<file path="src/design/ale_pkg.sv">
package ale_pkg;

    localparam int VAL_W = 64;
    localparam int X_W   = 32;
    localparam int DEG_W = 4;
    localparam int ORD_W = 5;
    // small integer factors: up to 2*l for the largest supported degree
    localparam int K_W   = 5;
    localparam int CNT_W = 6;
    localparam int RT_W  = 62;

    localparam logic [CNT_W-1:0] SQRT_STEPS = CNT_W'(30);
    localparam logic [CNT_W-1:0] DIV_STEPS  = CNT_W'(63);

    typedef enum logic [4:0] {
        DP_NOP,
        DP_LOAD,
        DP_RATIO,
        DP_SQ_INIT,
        DP_SQ_STEP,
        DP_MQ_HI,
        DP_MQ_LO,
        DP_MINT,
        DP_NEG,
        DP_SAVE_P0,
        DP_SAVE_P1,
        DP_ACC_P0,
        DP_SWAP_B,
        DP_SUB,
        DP_DIV_INIT,
        DP_DIV_STEP,
        DP_DIV_FIN,
        DP_SHIFT,
        DP_OUT
    } dp_op_t;

    typedef struct packed {
        dp_op_t          op;
        logic [K_W-1:0]  k;
        logic            q_is_x;
        logic            use_ratio;
        logic            bad;
    } dp_cmd_t;

    typedef struct packed {
        logic iter_last;
        logic x_bad;
    } dp_stat_t;

    typedef enum logic [4:0] {
        S_IDLE,
        S_RATIO,
        S_SQ_INIT,
        S_SQRT,
        S_PMM_HI,
        S_PMM_LO,
        S_PMM_MUL,
        S_PMM_NEG,
        S_P1_SAVE0,
        S_P1_HI,
        S_P1_LO,
        S_P1_MUL,
        S_P1_SAVE1,
        S_RC_B,
        S_RC_BMUL,
        S_RC_SWAP,
        S_RC_HI,
        S_RC_LO,
        S_RC_AMUL,
        S_RC_SUB,
        S_RC_DINIT,
        S_RC_DIV,
        S_RC_DFIN,
        S_RC_SHIFT,
        S_SC_DINIT,
        S_SC_DIV,
        S_SC_DFIN,
        S_SC_NEG,
        S_DONE
    } ctrl_state_t;

endpackage

</file>
<file path="src/design/ale_ctrl.sv">
module ale_ctrl #(
    parameter int MAX_DEGREE = 8
) (
    input  logic                             aclk,
    input  logic                             aresetn,
    input  logic                             s_valid,
    output logic                             s_ready,
    input  logic [ale_pkg::DEG_W-1:0]        s_degree,
    input  logic signed [ale_pkg::ORD_W-1:0] s_order,
    output logic                             m_valid,
    input  logic                             m_ready,
    output ale_pkg::dp_cmd_t                 cmd,
    input  ale_pkg::dp_stat_t                stat
);
    import ale_pkg::*;

    ctrl_state_t      state_reg, state_next;
    logic [K_W-1:0]   l_reg, l_next;
    logic [K_W-1:0]   am_reg, am_next;
    logic [K_W-1:0]   kk_reg, kk_next;
    logic             npos_reg, npos_next;
    logic             bad_reg, bad_next;
    logic             mv_reg, mv_next;

    logic [K_W-1:0]   in_l, in_am;
    logic             in_bad;
    logic             out_free;
    ctrl_state_t      after_pmm, scale_or_done;

    assign in_l   = K_W'(s_degree);
    assign in_am  = s_order[ORD_W-1] ? K_W'(-s_order) : K_W'(s_order);
    assign in_bad = (in_am > in_l) || stat.x_bad || (in_l > K_W'(MAX_DEGREE));
    assign out_free = !mv_reg || m_ready;
    assign scale_or_done = (npos_reg && am_reg != '0) ? S_SC_DINIT : S_DONE;
    assign after_pmm = (l_reg == am_reg) ? scale_or_done : S_P1_SAVE0;

    always_ff @(posedge aclk) begin
        if (!aresetn) begin
            state_reg <= S_IDLE;
            mv_reg    <= 1'b0;
        end else begin
            state_reg <= state_next;
            mv_reg    <= mv_next;
        end
    end

    always_ff @(posedge aclk) begin
        l_reg    <= l_next;
        am_reg   <= am_next;
        kk_reg   <= kk_next;
        npos_reg <= npos_next;
        bad_reg  <= bad_next;
    end

    always_comb begin
        state_next    = state_reg;
        l_next        = l_reg;
        am_next       = am_reg;
        kk_next       = kk_reg;
        npos_next     = npos_reg;
        bad_next      = bad_reg;
        mv_next       = m_ready ? 1'b0 : mv_reg;
        cmd           = '0;
        cmd.op        = DP_NOP;
        s_ready       = 1'b0;
        unique case (state_reg)
            S_IDLE: begin
                s_ready = 1'b1;
                if (s_valid) begin
                    cmd.op    = DP_LOAD;
                    l_next    = in_l;
                    am_next   = in_am;
                    npos_next = s_order[ORD_W-1] || (s_order == '0);
                    bad_next  = in_bad;
                    kk_next   = in_l - in_am + K_W'(1);
                    if (in_bad) state_next = S_DONE;
                    else if (in_am == '0) state_next = (in_l == '0) ? S_DONE : S_P1_SAVE0;
                    else if (s_order[ORD_W-1]) state_next = S_RATIO;
                    else state_next = S_SQ_INIT;
                end
            end
            S_RATIO: begin
                cmd.op  = DP_RATIO;
                cmd.k   = kk_reg;
                kk_next = kk_reg + K_W'(1);
                if (kk_reg == l_reg + am_reg) state_next = S_SQ_INIT;
            end
            S_SQ_INIT: begin
                cmd.op     = DP_SQ_INIT;
                state_next = S_SQRT;
            end
            S_SQRT: begin
                cmd.op  = DP_SQ_STEP;
                kk_next = K_W'(1);
                if (stat.iter_last) state_next = S_PMM_HI;
            end
            S_PMM_HI: begin
                cmd.op     = DP_MQ_HI;
                state_next = S_PMM_LO;
            end
            S_PMM_LO: begin
                cmd.op     = DP_MQ_LO;
                state_next = S_PMM_MUL;
            end
            S_PMM_MUL: begin
                cmd.op     = DP_MINT;
                cmd.k      = K_W'({kk_reg, 1'b0} - 6'd1);
                state_next = S_PMM_NEG;
            end
            S_PMM_NEG: begin
                cmd.op  = DP_NEG;
                kk_next = kk_reg + K_W'(1);
                state_next = (kk_reg == am_reg) ? after_pmm : S_PMM_HI;
            end
            S_P1_SAVE0: begin
                cmd.op     = DP_SAVE_P0;
                state_next = S_P1_HI;
            end
            S_P1_HI: begin
                cmd.op     = DP_MQ_HI;
                cmd.q_is_x = 1'b1;
                state_next = S_P1_LO;
            end
            S_P1_LO: begin
                cmd.op     = DP_MQ_LO;
                state_next = S_P1_MUL;
            end
            S_P1_MUL: begin
                cmd.op     = DP_MINT;
                cmd.k      = K_W'({am_reg, 1'b1});
                state_next = S_P1_SAVE1;
            end
            S_P1_SAVE1: begin
                cmd.op  = DP_SAVE_P1;
                kk_next = am_reg + K_W'(2);
                state_next = (l_reg == am_reg + K_W'(1)) ? scale_or_done : S_RC_B;
            end
            S_RC_B: begin
                cmd.op     = DP_ACC_P0;
                state_next = S_RC_BMUL;
            end
            S_RC_BMUL: begin
                cmd.op     = DP_MINT;
                cmd.k      = kk_reg + am_reg - K_W'(1);
                state_next = S_RC_SWAP;
            end
            S_RC_SWAP: begin
                cmd.op     = DP_SWAP_B;
                state_next = S_RC_HI;
            end
            S_RC_HI: begin
                cmd.op     = DP_MQ_HI;
                cmd.q_is_x = 1'b1;
                state_next = S_RC_LO;
            end
            S_RC_LO: begin
                cmd.op     = DP_MQ_LO;
                state_next = S_RC_AMUL;
            end
            S_RC_AMUL: begin
                cmd.op     = DP_MINT;
                cmd.k      = K_W'({kk_reg, 1'b0} - 6'd1);
                state_next = S_RC_SUB;
            end
            S_RC_SUB: begin
                cmd.op     = DP_SUB;
                state_next = S_RC_DINIT;
            end
            S_RC_DINIT: begin
                cmd.op     = DP_DIV_INIT;
                cmd.k      = kk_reg - am_reg;
                state_next = S_RC_DIV;
            end
            S_RC_DIV: begin
                cmd.op = DP_DIV_STEP;
                if (stat.iter_last) state_next = S_RC_DFIN;
            end
            S_RC_DFIN: begin
                cmd.op     = DP_DIV_FIN;
                state_next = S_RC_SHIFT;
            end
            S_RC_SHIFT: begin
                cmd.op  = DP_SHIFT;
                kk_next = kk_reg + K_W'(1);
                state_next = (kk_reg == l_reg) ? scale_or_done : S_RC_B;
            end
            S_SC_DINIT: begin
                cmd.op        = DP_DIV_INIT;
                cmd.use_ratio = 1'b1;
                state_next    = S_SC_DIV;
            end
            S_SC_DIV: begin
                cmd.op = DP_DIV_STEP;
                if (stat.iter_last) state_next = S_SC_DFIN;
            end
            S_SC_DFIN: begin
                cmd.op     = DP_DIV_FIN;
                state_next = am_reg[0] ? S_SC_NEG : S_DONE;
            end
            S_SC_NEG: begin
                cmd.op     = DP_NEG;
                state_next = S_DONE;
            end
            S_DONE: begin
                if (out_free) begin
                    cmd.op     = DP_OUT;
                    cmd.bad    = bad_reg;
                    mv_next    = 1'b1;
                    state_next = S_IDLE;
                end
            end
            default: state_next = S_IDLE;
        endcase
    end

    assign m_valid = mv_reg;

endmodule

</file>
<file path="config.mk">
export PLATFORM = sky130hd
export DESIGN_NAME = ale_ctrl
export DESIGN_NICKNAME = d
export VERILOG_FILES = /design/src/design/ale_pkg.sv /design/src/design/ale_ctrl.sv
export SDC_FILE = /design/constraint.sdc
export NUM_CORES = 1
export LEC_CHECK = 0
export BUFFER_PORTS_ARGS = -buffer_cell sky130_fd_sc_hd__buf_2
export CORE_UTILIZATION = 50
export DETAILED_ROUTE_END_ITERATION = 10
export GPL_ROUTABILITY_DRIVEN = 0
export PLACE_DENSITY = 0.69
export REMOVE_ABC_BUFFERS = 1
export SLEW_MARGIN = 20
export SYNTH_ARGS = -nofsm -noshare
export SYNTH_HDL_FRONTEND = slang
export SYNTH_SLANG_ARGS = --single-unit
</file>
<file path="constraint.sdc">
create_clock -name aclk -period 4.89 [get_ports aclk]
set_input_delay 0.978 -clock aclk [delete_from_list [all_inputs] [get_ports aclk]]
set_output_delay 0.978 -clock aclk [all_outputs]
set_load 0.02 [all_outputs]
</file>
# ---- After elaboration in Yosys (flattened, before gate mapping)
# Cells that the tools add are included.
dict set report totals {
  ff_bits 22
  inputBits 15
  out_inout_bits 15
  word_cells 116
}
dict set report op_classes {
  n_addsub 11
  magnitude_cmp 2
  eq_ne 39
  n_mux 32
  n_reduce_logical 25
}
# op n
set ops {}
lappend ops {{one-hot mux 5 bit (29 select lines)} 1}
lappend ops {{one-hot mux 5 bit (18 select lines)} 1}
lappend ops {{2-to-1 mux 5 bit} 16}
lappend ops {{equality test 5 bit, second input constant} 13}
lappend ops {{equality test 5 x 4 -> 1 bit, second input constant} 8}
lappend ops {{one-hot mux 5 bit (5 select lines)} 1}
lappend ops {{equality test 5 x 3 -> 1 bit, second input constant} 4}
lappend ops {{logical NOT 5 bit} 4}
lappend ops {{one-hot mux 5 bit (4 select lines)} 1}
lappend ops {{adder 5 x 1 -> 5 bit, second input constant} 3}
lappend ops {{!= test 2 bit, second input constant} 6}
lappend ops {{OR reduction 2 bit} 6}
lappend ops {{equality test 4 x 5 -> 1 bit} 2}
lappend ops {{equality test 5 x 2 -> 1 bit, second input constant} 2}
lappend ops {{equality test 5 bit} 2}
lappend ops {{subtractor 5 x 1 -> 5 bit, second input constant} 2}
lappend ops {{2-to-1 mux 1 bit} 9}
lappend ops {{OR reduction 3 bit} 3}
lappend ops {{2-to-1 mux 3 bit} 2}
lappend ops {{AND reduction 6 bit} 1}
lappend ops {{adder 4 x 5 -> 5 bit} 1}
lappend ops {{adder 5 x 2 -> 5 bit, second input constant} 1}
lappend ops {{adder 5 bit} 1}
lappend ops {{equality test 5 x 1 -> 1 bit, second input constant} 1}
lappend ops {{other kinds (14)} 18}

# ---- Logic depth before layout (Yosys ltp)
# Gate-level depths: netlist of the first run.
dict set report logic_depth {
  ltp_word 8
  mapped_depth 13
  depth_no_buf 13
}

# ---- Worst setup path before layout of the first run
# No wires, ideal clock.
dict set report synth_timing {
  path_kind {input -> register}
  startpoint {in s_order[0] (netlist name)}
  endpoint {reg state_reg[3]}
  setup_time_ps 115
  arrival_ps 3374
  required_time_ps 4775
  slack_ps 1401
  stages 12
  n_path_buf 0
  path_cell_list {inv_1 > ha_1 > nand2b_1 > xnor2_1 > ha_1 > a21oi_1 > o221ai_1 > a2111o_1 > or2_1 > a221oi_1 > o32ai_1 > and2_1}
}
dict set report synth_via {
  elab_chain_cells 8
  word_cells_on_any_way 10
  cone_classes {1 x add/sub; 1 x order compare; 5 x mux; 3 x reduce/logical}
}
# element line_no
set synth_rtl {}
lappend synth_rtl {{start: declaration} ale_ctrl.sv:9} ;# input logic signed [ale_pkg::ORD_W-1:0] s_order,
lappend synth_rtl {{negator 5 bit} ale_ctrl.sv:31} ;# assign in_am = s_order[ORD_W-1] ? K_W'(-s_order) : K_W'(s_order);
lappend synth_rtl {{2-to-1 mux 5 bit} ale_ctrl.sv:31}
lappend synth_rtl {{named net in_am[2]} ale_ctrl.sv:25} ;# logic [K_W-1:0] in_l, in_am;
lappend synth_rtl {{greater-than comparator 5 x 4 -> 1 bit} ale_ctrl.sv:32} ;# assign in_bad = (in_am > in_l) || stat.x_bad || (in_l > K_W'(MAX_DEGREE));
lappend synth_rtl {{logical OR 1 bit (2 in a row)} ale_ctrl.sv:32}
lappend synth_rtl {{named net in_bad} ale_ctrl.sv:26} ;# logic in_bad;
lappend synth_rtl {{2-to-1 mux 5 bit} ale_ctrl.sv:76} ;# if (in_bad) state_next = S_DONE;
lappend synth_rtl {{2-to-1 mux 5 bit} ale_ctrl.sv:69} ;# if (s_valid) begin
lappend synth_rtl {{one-hot mux 5 bit (29 select lines)} ale_ctrl.sv:66} ;# unique case (state_reg)
lappend synth_rtl {{end signal: assignment} ale_ctrl.sv:42} ;# state_reg <= state_next;
lappend synth_rtl {{end: declaration} ale_ctrl.sv:17} ;# ctrl_state_t state_reg, state_next;
# The timed path passes the listed nets, and every way through them passes these cells. The select of a mux whose other input is x is not followed.
# A chain may end at the register's enable or synchronous reset.

==> summary.md, run 1 <==
| Metric | Value |
|---|---|
| Status | `finished, final reports clean` |
| Critical Path End Type | `output pin` |
| Clk root buf | `clkbuf_8` |
| RSZ-0062 raised after global routing | `false` |
| Largest family of logic cells by synthesized area | `compound AO/OA/AOI/OAI gates` |
| Count leader, synth | `inv_1` |
| CTS tree | `yes` |
| EDFF count, synth | `16` |
| Top cells by area, synth | `edfxtp_1 (17%), ha_1 (14%), xnor2_1 (8.6%)` |
| DR vias | `between 2000 and 3000` |
| Static leakage | `1.257 nW` |
| Area grow syn2layout | `6.614%` |
| Clk_skew | `about 0.0039 ns` |
| Full die area | `between 6000 and 7000 um2` |
| CTS HTree Levels | `1` |
| Seq/Total Area, Yosys | `0.2102` |
| Least-Margin Pin Slew | `between 0.9 and 1 ns` |
| Crit. Startpoint | `am_reg[1]$_DFFE_PP_` |
| CTS Buf Count | `3` |
| Mean Syn Cell Area | `between 7 and 8 um2` |
| I/O Pins | `30` |
| Initial core utilization | `0.5187` |
| Initial antenna violation count | `0` |
| Netlist cell types | `56` |
| Crit path DAT | `slightly below 3 ns` |
| DP Wirelength | `approximately 5500 um` |
| Largest net degree at the start of global routing | `32` |
| Req. time, crit path | `between 3 and 4 ns` |
| IO Port Bufs | `29` |
| Slew HR | `0.3515` |
| DR WL/cell | `approximately 16 um` |
| DRC | `0` |
| Max_cap viols | `0` |
| PwrDens | `589.3 nW/um2` |
| CTS Buffer Depth | `2` |
| Die width | `a little under 80 um` |
| Setup violators final | `0` |
| Top cell type's share of synthesized area | `0.1682` |
| Clock sink count | `22` |
| Vias in the first global route | `2500` |
| R2R Setup Slk | `1.89 ns` |
| Post-synthesis simple-gate area fraction | `0.2111` |
| Fraction of registers with async set/reset | `0` |
| Filler cells | `between 500 and 600` |
| Post-synth top flop | `edfxtp_1` |
| Gate Count Post-Synth | `roughly 360` |
| Worst setup SP type | `register` |
| VDD IR max | `between 0.0003 and 0.0004 V` |
| Via density | `6.119` |
| Yosys warns | `0` |
| Fmax | `258.4 MHz` |
| Die height | `77.59 um` |
| #FFs+latches synth | `22` |
| DRT Wirelength | `7280 um` |
| Postcts setup bufs | `0` |
| Core Region | `5507 um2` |
| Clock insertion delay at the later pin of the skew report | `between 0.2 and 0.3 ns` |
| Antenna diodes | `0` |
| Worst R2R Path Depth | `9` |
| Xor/xnor cell area share of the yosys netlist | `0.1165` |
| Crit path cell chain | `inv_1 -> ha_1 -> inv_1 -> ha_1 -> inv_1 -> fa_1 -> nor4_1 -> a221oi_1 -> o221ai_1 -> buf_2` |
| GRT Util Overall | `0.2516` |
| Final hold viol count | `0` |
| CP Class | `reg -> out` |
| Area leader, netlist | `edfxtp_1` |
| Crit Reg-Reg Endpoint | `state_reg[4]$_SDFFE_PN0P_` |
| Hold path startpoint | `m_valid$_SDFF_PN0_` |
| Final setup TNS | `0 ns` |
| Tmin final | `between 3 and 4 ns` |
| Syn Std Cell Area | `around 2900 um2` |
| Grt total ovfl | `0` |
| Layout cells sized above 1 | `0.1150` |
| Row cnt | `27` |
| Final nets | `between 400 and 500` |
| Multiplexer area fraction after synthesis | `0.003942` |
| First-pass GRT wire length | `12210 um` |
| Starting DRT DRC Count | `348` |
| Adder-cell share of the synthesized area | `0.1568` |
| Post-synthesis compound-gate area fraction | `0.2194` |
| End of the critical path | `cmd[5]` |
| Slew Viols, Final | `0` |
| Final Total Pwr | `between 0.0015 and 0.002 W` |
| Max stage delay on crit path | `roughly 0.6 ns` |
| DRT Pass-1 Iters | `5` |
| CP most frequent cell | `inv_1` |
| Critical Path Slowest Stage Cell | `edfxtp_1` |
| Synth top cells by count | `inv_1 (34), ha_1 (31), nor2_1 (28), xnor2_1 (28), a21oi_1 (26)` |
| CTS hold repair buffers | `0` |
| Post-cts sizing count | `0` |
| R2r startpoint | `am_reg[1]$_DFFE_PP_` |
| Final ANT Viol Nets | `0` |
| Worst-path fanout max | `8` |
| Worst-path clk slew | `approximately 0.080 ns` |
| Period utilisation layout | `0.7914` |
| HP Class | `reg -> reg` |
[worst max-delay path, delay by kind of cell, from the launching register on]
family                     cells  cell delay [ns]
adders and majority gates      3             1.00
DFF                            1             0.60
buffers and inverters          4             0.55
and+or+nand+nor                1             0.29
AOI/OAI and AO/OA              2             0.20
[cells in the final DEF, fill, tap and decap left out, types with 10 or more instances in the layout]
cell	Yosys	final
inv_1	34	34
a21oi_1	26	26
nor3_1	14	14
nor2_1	28	28
xnor2_1	28	28
buf_2	3	29
nand2_1	23	23
xor2_1	10	10
nand3_1	12	12
ha_1	31	31
edfxtp_1	16	16
o21ai_0	15	15
[worst min path at each step]
stage / end / depth (start not counted) / slack, ns
6_report: m_valid$_SDFF_PN0_ / 2 / 0.75
5_1_grt: m_valid$_SDFF_PN0_ / 2 / 0.78
4_1_cts: m_valid$_SDFF_PN0_ / 2 / 0.74
3_5_place_dp: m_valid$_SDFF_PN0_ / 2 / 0.73
3_3_place_gp: m_valid$_SDFF_PN0_ / 2 / 0.70
2_1_floorplan: m_valid$_SDFF_PN0_ / 2 / 0.71
[power by group]
group	switching (W)	total [W]	internal, W
clock	0.0000584	0.000116	0.0000580
sequential	0.000166	0.000453	0.000288
combinational	0.000693	0.00122	0.000532
total	0.000917	0.00179	0.000877
[metal layers]
layer,part of all wire,vias to the layer above,global-route usage
li1,-,1325,-
met1,0.46,1276,0.3592
met2,0.46,115,0.4009
met3,0.069,13,0.03176
met4,0.015,0,0.05849
met5,0,-,0
[layout make-up]
cell class | count | area (um2) | share of cell area
Sequential cell | 22 | 600.6 | 0.1972
Timing Repair Buffer | 31 | 160.2 | 0.05259
Multi-Input combinational cell | 283 | 2022 | 0.6639
Inverter | 34 | 127.6 | 0.04191
Tap cell | 72 | 90.09 | 0.02958
Clock buffer | 4 | 45.04 | 0.01479
[cell families (layout without fill, tap and decap cells)]
| kind of cell | Yosys count | in the layout |
|---|---|---|
| simple gates | 116 | 116 |
| compound gates | 94 | 94 |
| buf+inv | 56 | 69 |
| xor+xnor | 38 | 38 |
| fa+ha+maj | 34 | 34 |
| flops | 22 | 22 |
| mux | 1 | 1 |
[stage by stage]
step,instance area (um2),util,setup WS (ns),instances,hold slack (ns)
after detailed placement,3000,0.5449,0.9811,442,0.7277
after global routing,3045,0.5531,0.7570,446,0.7765
after CTS,3045,0.5531,0.9877,446,0.7396
after global placement,3000,0.5449,1.112,442,0.7028
final,3045,0.5531,1.020,446,0.7453
after floorplan,2750,-,1.405,339,0.7143
Note: power is estimated with default switching activity, not from simulation.
==> run 2: changes to the inputs <==
ABC_AREA = 1   (was not set)
PLACE_DENSITY = 0.72   (was 0.69)
clock period = 3.4 ns   (was 4.89 ns; I/O delays follow)
==> summary.md, run 2 <==
| Metric | Value |
|---|---|
| Worst-path clk slew | `~0.09 ns` |
| Clk_skew | `~0.012 ns` |
| Post-synth top flop | `edfxtp_1` |
| Core Region | `between 5000 and 6000 um2` |
| CP most frequent cell | `inv_1` |
| DRT Pass-1 Iters | `7` |
| Max stage delay on crit path | `between 0.4 and 0.5 ns` |
| GRT Util Overall | `0.2701` |
| Final ANT Viol Nets | `0` |
| Register area | `600.6 um2` |
| Placed Cells | `583` |
| Status | `finished, final reports clean` |
| CTS HTree Levels | `1` |
| Fin cells | `between 500 and 600` |
| Slew HR | `0.6618` |
| Final Total Pwr | `0.002714 W` |
| Filler cells | `approximately 570` |
| Worst setup SP type | `register` |
| Worst Hold End | `state_reg[0]$_SDFFE_PN0P_` |
| Final nets | `roughly 570` |
| DP Wirelength | `6683 um` |
| Period utilisation layout | `0.9551` |
| Full die area | `roughly 6400 um2` |
| DR WL/cell | `roughly 14 um` |
| Static leakage | `between 1.5 and 2 nW` |
| First-pass GRT wire length | `approximately 14000 um` |
| Syn Std Cell Area | `3027 um2` |
| Fmax | `between 300 and 400 MHz` |
| Initial antenna violation count | `0` |
| Slew Viols, Final | `0` |
| IO Port Bufs | `29` |
| Crit path cell chain | `inv_1 -> ha_4 -> inv_1 -> ha_1 -> inv_1 -> fa_1 -> xor2_1 -> o22ai_1 -> a21oi_1 -> o221ai_1 -> buf_2` |
| PwrDens | `approximately 800 nW/um2` |
| Crit path DAT | `about 2.6 ns` |
| Critical Path Slowest Stage Cell | `edfxtp_1` |
| CTS Buffer Depth | `2` |
| CTS tree | `yes` |
| Fraction of registers with async set/reset | `0` |
| Top cell type's share of synthesized area | `0.1798` |
| Die width | `roughly 80 um` |
| DR vias | `approximately 3300` |
| Worst R2R Path Depth | `14` |
| HP Class | `reg -> reg` |
| CP Class | `reg -> out` |
| Setup violators final | `0` |
| Count leader, synth | `nand2_1` |
| Clk root buf | `clkbuf_8` |
| Max_cap viols | `0` |
| VDD IR max | `approximately 0.00037 V` |
| Tmin final | `about 3.2 ns` |
| Antenna diodes | `0` |
| Area leader, netlist | `nand2_1` |
| Via density | `about 5.6` |
| DRC | `0` |
| EDFF count, synth | `16` |
| Clock insertion delay at the later pin of the skew report | `between 0.2 and 0.3 ns` |
| Netlist cell types | `36` |
| Area of the multi-input gates | `roughly 2100 um2` |
| Top cells by area, synth | `nand2_1 (18%), edfxtp_1 (16%), ha_1 (13%)` |
| I/O Pins | `30` |
| Req. time, crit path | `2.72 ns` |
| DRT Wirelength | `8327 um` |
| Vias in the first global route | `roughly 2900` |
| Most frequent cells in the layout | `nand2_1 (145), inv_1 (73), nor2_1 (54), nand3_1 (49), ha_1 (30)` |
| Yosys warns | `0` |
| Largest net degree at the start of global routing | `15` |
| Mean Syn Cell Area | `~6.3 um2` |
| R2r startpoint | `am_reg[0]$_DFFE_PP_` |
| Crit Reg-Reg Endpoint | `state_reg[1]$_SDFFE_PN0P_` |
| Final setup TNS | `0 ns` |
| Clock sink count | `22` |
| CTS hold repair buffers | `0` |
| Initial core utilization | `0.5333` |
| Final hold viol count | `0` |
| Hold path startpoint | `state_reg[0]$_SDFFE_PN0P_` |
| Starting DRT DRC Count | `368` |
| Commonest non-fill, non-tap cell in the layout | `nand2_1` |
| #FFs+latches synth | `22` |
| Critical Path End Type | `output pin` |
| Worst-path fanout max | `6` |
| Row cnt | `27` |
| Grt total ovfl | `0` |
| Final core occ | `0.5972` |
| Seq/Total Area, Yosys | `0.1984` |
| Synth top cells by count | `nand2_1 (145), inv_1 (75), nor2_1 (54)` |
| Die height | `between 70 and 80 um` |
| CTS Buf Count | `3` |
| Layout cells sized above 1 | `0.1338` |
| Hold Path Cell Cnt | `2` |
| R2R Setup Slk | `a little over 0.9 ns` |
| Gate Count Post-Synth | `~480` |
| Area grow syn2layout | `11.99%` |
| Least-Margin Pin Slew | `between 0.5 and 0.6 ns` |
## run 2: changes by cell type in the layout (fill, tap and decap cells not counted), sizes merged, moves of 7 or more
cell,before,now
buf,31,40
a21oi,26,16
nor2,28,63
inv,34,80
nor3,14,7
nand3,12,49
nand4,3,11
o21ai,15,7
xnor2,28,6
nand2,23,149
## run 2: worst max path at each step
stage | from | to
5_1_grt | kk_reg[1]$_DFFE_PP_ | cmd[6]
3_5_place_dp | am_reg[1]$_DFFE_PP_ | cmd[6]
4_1_cts | am_reg[1]$_DFFE_PP_ | cmd[6]
2_1_floorplan | am_reg[1]$_DFFE_PP_ | cmd[6]
3_3_place_gp | am_reg[1]$_DFFE_PP_ | cmd[6]
6_report | kk_reg[1]$_DFFE_PP_ | cmd[6]
## run 2: area by class of cell
cell class / instances / area share
clock buffers: 4 / 0.01956
repair buffers: 40 / 0.06718
well taps: 72 / 0.02658
multi-input cells: 377 / 0.6202
flip-flops and latches: 22 / 0.1772
inverters: 80 / 0.08933
## run 2: critical path: cells and delay by family, from the launching register on
family / cells / cell delay [ns]
AOI/OAI and AO/OA: 3 / 0.37
xor gates and xnor gates: 1 / 0.16
adders and majority gates: 3 / 0.75
buffers and inverters: 4 / 0.51
DFF: 1 / 0.49
## run 2: layer usage
layer	up-vias	global-route usage	part of all wire
li1	1650	-	-
met1	1470	0.3714	0.43
met2	184	0.4444	0.46
met3	23	0.03657	0.086
met4	0	0.06429	0.021
met5	-	0	0
## run 2: kinds of logic after synthesis
| kind of cell | after synthesis | share of synthesized area |
|---|---|---|
| simple gates | 288 | 0.4155 |
| buf+inv | 85 | 0.1112 |
| compound gates | 43 | 0.09219 |
| fa+ha+maj | 34 | 0.1480 |
| flops | 22 | 0.1984 |
| xor+xnor | 12 | 0.03472 |
## run 2: what timing repair did
| item | 4_1_cts | 5_1_grt |
|---|---|---|
| setup endpoints to repair | 0 | 2 |
| setup buffers | 0 | 8 |
| gates resized for setup | 0 | 4 |
| endpoints found under the hold margin | 0 | 0 |
## run 2: power breakdown
group	leakage (nW)	total (W)	internal (W)	switching, W
clock network	0.0339	0.000217	0.000128	0.0000890
logic	1.62	0.00196	0.000704	0.00125
registers	0.198	0.000539	0.000410	0.000130
total	1.85	0.00271	0.00124	0.00147
## run 2: stage by stage
step | instance area, um2 | hold WS (ns) | setup slack [ns]
after floorplan | 2990 | 0.5062 | 0.6113
after global placement | 3248 | 0.5390 | 0.4651
after detailed placement | 3248 | 0.5412 | 0.3765
after CTS | 3314 | 0.5565 | 0.06539
after global routing | 3390 | 0.5870 | -0.04851
final | 3390 | 0.5552 | 0.1526
==> run 3: changes to the inputs <==
PLACE_DENSITY = 0.69   (was 0.72)
clock period = 3.2 ns   (was 3.4 ns; I/O delays follow)
==> summary.md, run 3 (synthesized netlist as in run 2, its figures left out) <==
| Metric | Value |
|---|---|
| Antenna diodes | `0` |
| DRC | `0` |
| Worst Hold End | `am_reg[0]$_DFFE_PP_` |
| DR vias | `roughly 3300` |
| Clk root buf | `clkbuf_8` |
| Full die area | `6368 um2` |
| Grt total ovfl | `0` |
| Clk_skew | `0.002606 ns` |
| Req. time, crit path | `about 2.6 ns` |
| Final Total Pwr | `roughly 0.0028 W` |
| First-pass GRT wire length | `about 13000 um` |
| Critical Path Slowest Stage Cell | `edfxtp_1` |
| Layout cells sized above 1 | `0.1369` |
| Hold Path Cell Cnt | `1` |
| Switching power | `roughly 0.0016 W` |
| Most frequent cells in the layout | `nand2_1 (145), inv_1 (74), nor2_1 (54), nand3_1 (49), ha_1 (30)` |
| CTS tree | `yes` |
| Status | `finished, final reports clean` |
| Tmin final | `between 3 and 4 ns` |
| Area grow syn2layout | `12.11%` |
| Critical Path End Type | `output pin` |
| Row cnt | `27` |
| CTS Buf Count | `3` |
| Die height | `approximately 80 um` |
| R2R Setup Slk | `~0.84 ns` |
| HP Class | `in -> reg` |
| Fmax | `~330 MHz` |
| IO Port Bufs | `29` |
| Final nets | `about 580` |
| Slew HR | `0.6681` |
| DRT Wirelength | `~8400 um` |
| VDD IR max | `0.0004645 V` |
| Worst-path clk slew | `roughly 0.080 ns` |
| Max_cap viols | `0` |
| Crit path cell chain | `inv_1 -> ha_1 -> inv_1 -> ha_1 -> inv_1 -> fa_1 -> xor2_1 -> o22ai_1 -> a21oi_1 -> o221ai_1 -> buf_2` |
| Crit Reg-Reg Endpoint | `state_reg[2]$_SDFFE_PN0P_` |
| Combinational power share | `0.745` |
| Cell-internal power | `between 0.001 and 0.0015 W` |
| Final ANT Viol Nets | `0` |
| CP Class | `reg -> out` |
| Crit path DAT | `between 2 and 2.5 ns` |
| Clock sink count | `22` |
| R2r startpoint | `am_reg[0]$_DFFE_PP_` |
| Worst setup SP type | `register` |
| Clock insertion delay at the later pin of the skew report | `0.26 ns` |
| Sequential Power Share | `0.192` |
| DR WL/cell | `14.02 um` |
| Sw frac | `0.5472` |
| Critical path buffers and inverters | `4` |
| Period utilisation layout | `0.9577` |
| CTS Buffer Depth | `2` |
| CP most frequent cell | `inv_1` |
| Largest net degree at the start of global routing | `15` |
| PwrDens | `between 800 and 900 nW/um2` |
| Worst R2R Path Depth | `14` |
| Slew Viols, Final | `0` |
| CTS HTree Levels | `1` |
| Initial core utilization | `0.5333` |
| Least-Margin Pin Slew | `0.4972 ns` |
| Crit-path leading delay family | `adder cells` |
| Placed Cells | `587` |
| Core Region | `5675 um2` |
| Initial antenna violation count | `0` |
| I/O Pins | `30` |
| Final setup TNS | `0 ns` |
| Clock power frac | `0.063` |
| Static leakage | `around 1.9 nW` |
| Fin cells | `598` |
| Final hold viol count | `0` |
| GRT Util Overall | `0.2687` |
| Die width | `approximately 80 um` |
| Worst-path fanout max | `3` |
| DRT Pass-1 Iters | `5` |
| Vias in the first global route | `~2800` |
| Hold path startpoint | `s_order[0]` |
| DP Wirelength | `between 6000 and 7000 um` |
| Via density | `between 5 and 6` |
| Final core occ | `0.5979` |
| Max stage delay on crit path | `0.40 ns` |
| Setup violators final | `0` |
| Commonest non-fill, non-tap cell in the layout | `nand2_1` |
| Starting DRT DRC Count | `371` |
run 3: changes by cell type in the layout (fill, tap and decap cells not counted):
cell,delta
a211oi_2,+1
a211oi_1,-1
inv_4,-1
clkbuf_16,-1
inv_1,+1
clkinv_1,+1
buf_4,+3
run 3: worst max path at each step:
stage                        start     end  slack [ns]  cells after the start
6_report       am_reg[1]$_DFFE_PP_  cmd[6]        0.14                     11
3_5_place_dp   am_reg[3]$_DFFE_PP_  cmd[7]        0.35                     12
2_1_floorplan  am_reg[1]$_DFFE_PP_  cmd[6]        0.45                     10
3_3_place_gp   kk_reg[1]$_DFFE_PP_  cmd[6]        0.38                     11
4_1_cts        am_reg[3]$_DFFE_PP_  cmd[7]        0.04                     12
5_1_grt        am_reg[2]$_DFFE_PP_  cmd[7]      -0.004                     12
run 3: cell type report:
cell class / count / area [um2]
Multi-Input combinational cell: 377 / 2107
Tap cell: 72 / 90.09
Inverter: 80 / 300.3
Clock inverter: 1 / 3.754
Fill cell: 567 / 2282
Sequential cell: 22 / 600.6
Clock buffer: 3 / 41.29
Timing Repair Buffer: 43 / 250.2
run 3: power groups by stage:
stage	Sequential, W	Combinational [W]	Clock [W]
2_1_floorplan	0.000555	0.00144	0
3_3_place_gp	0.000550	0.00198	0
3_5_place_dp	0.000550	0.00200	0
4_1_cts	0.000543	0.00202	0.000182
6_report	0.000547	0.00212	0.000178
5_1_grt	0.000562	0.00236	0.000199
run 3: timing repair:
| action | CTS | global route |
|---|---|---|
| endpoints found under the setup margin | 0 | 2 |
| resized for setup | 0 | 3 |
| hold buffers | 0 | 0 |
| setup buffers | 0 | 7 |
run 3: routing by layer:
metal	up-vias	GRT usage	part of all wire
met5	-	0	0
met4	0	0.09464	0.027
met3	25	0.01943	0.078
met2	162	0.4333	0.45
met1	1503	0.3749	0.45
li1	1657	-	-
run 3: through the flow:
step	instance area, um2	hold WS [ns]	worst slack, ns
after floorplan	2990	0.5062	0.4513
after global placement	3278	0.5589	0.3823
after detailed placement	3278	0.5725	0.3510
after CTS	3323	0.5564	0.03711
after global routing	3393	0.5435	-0.004264
final	3393	0.5616	0.1355
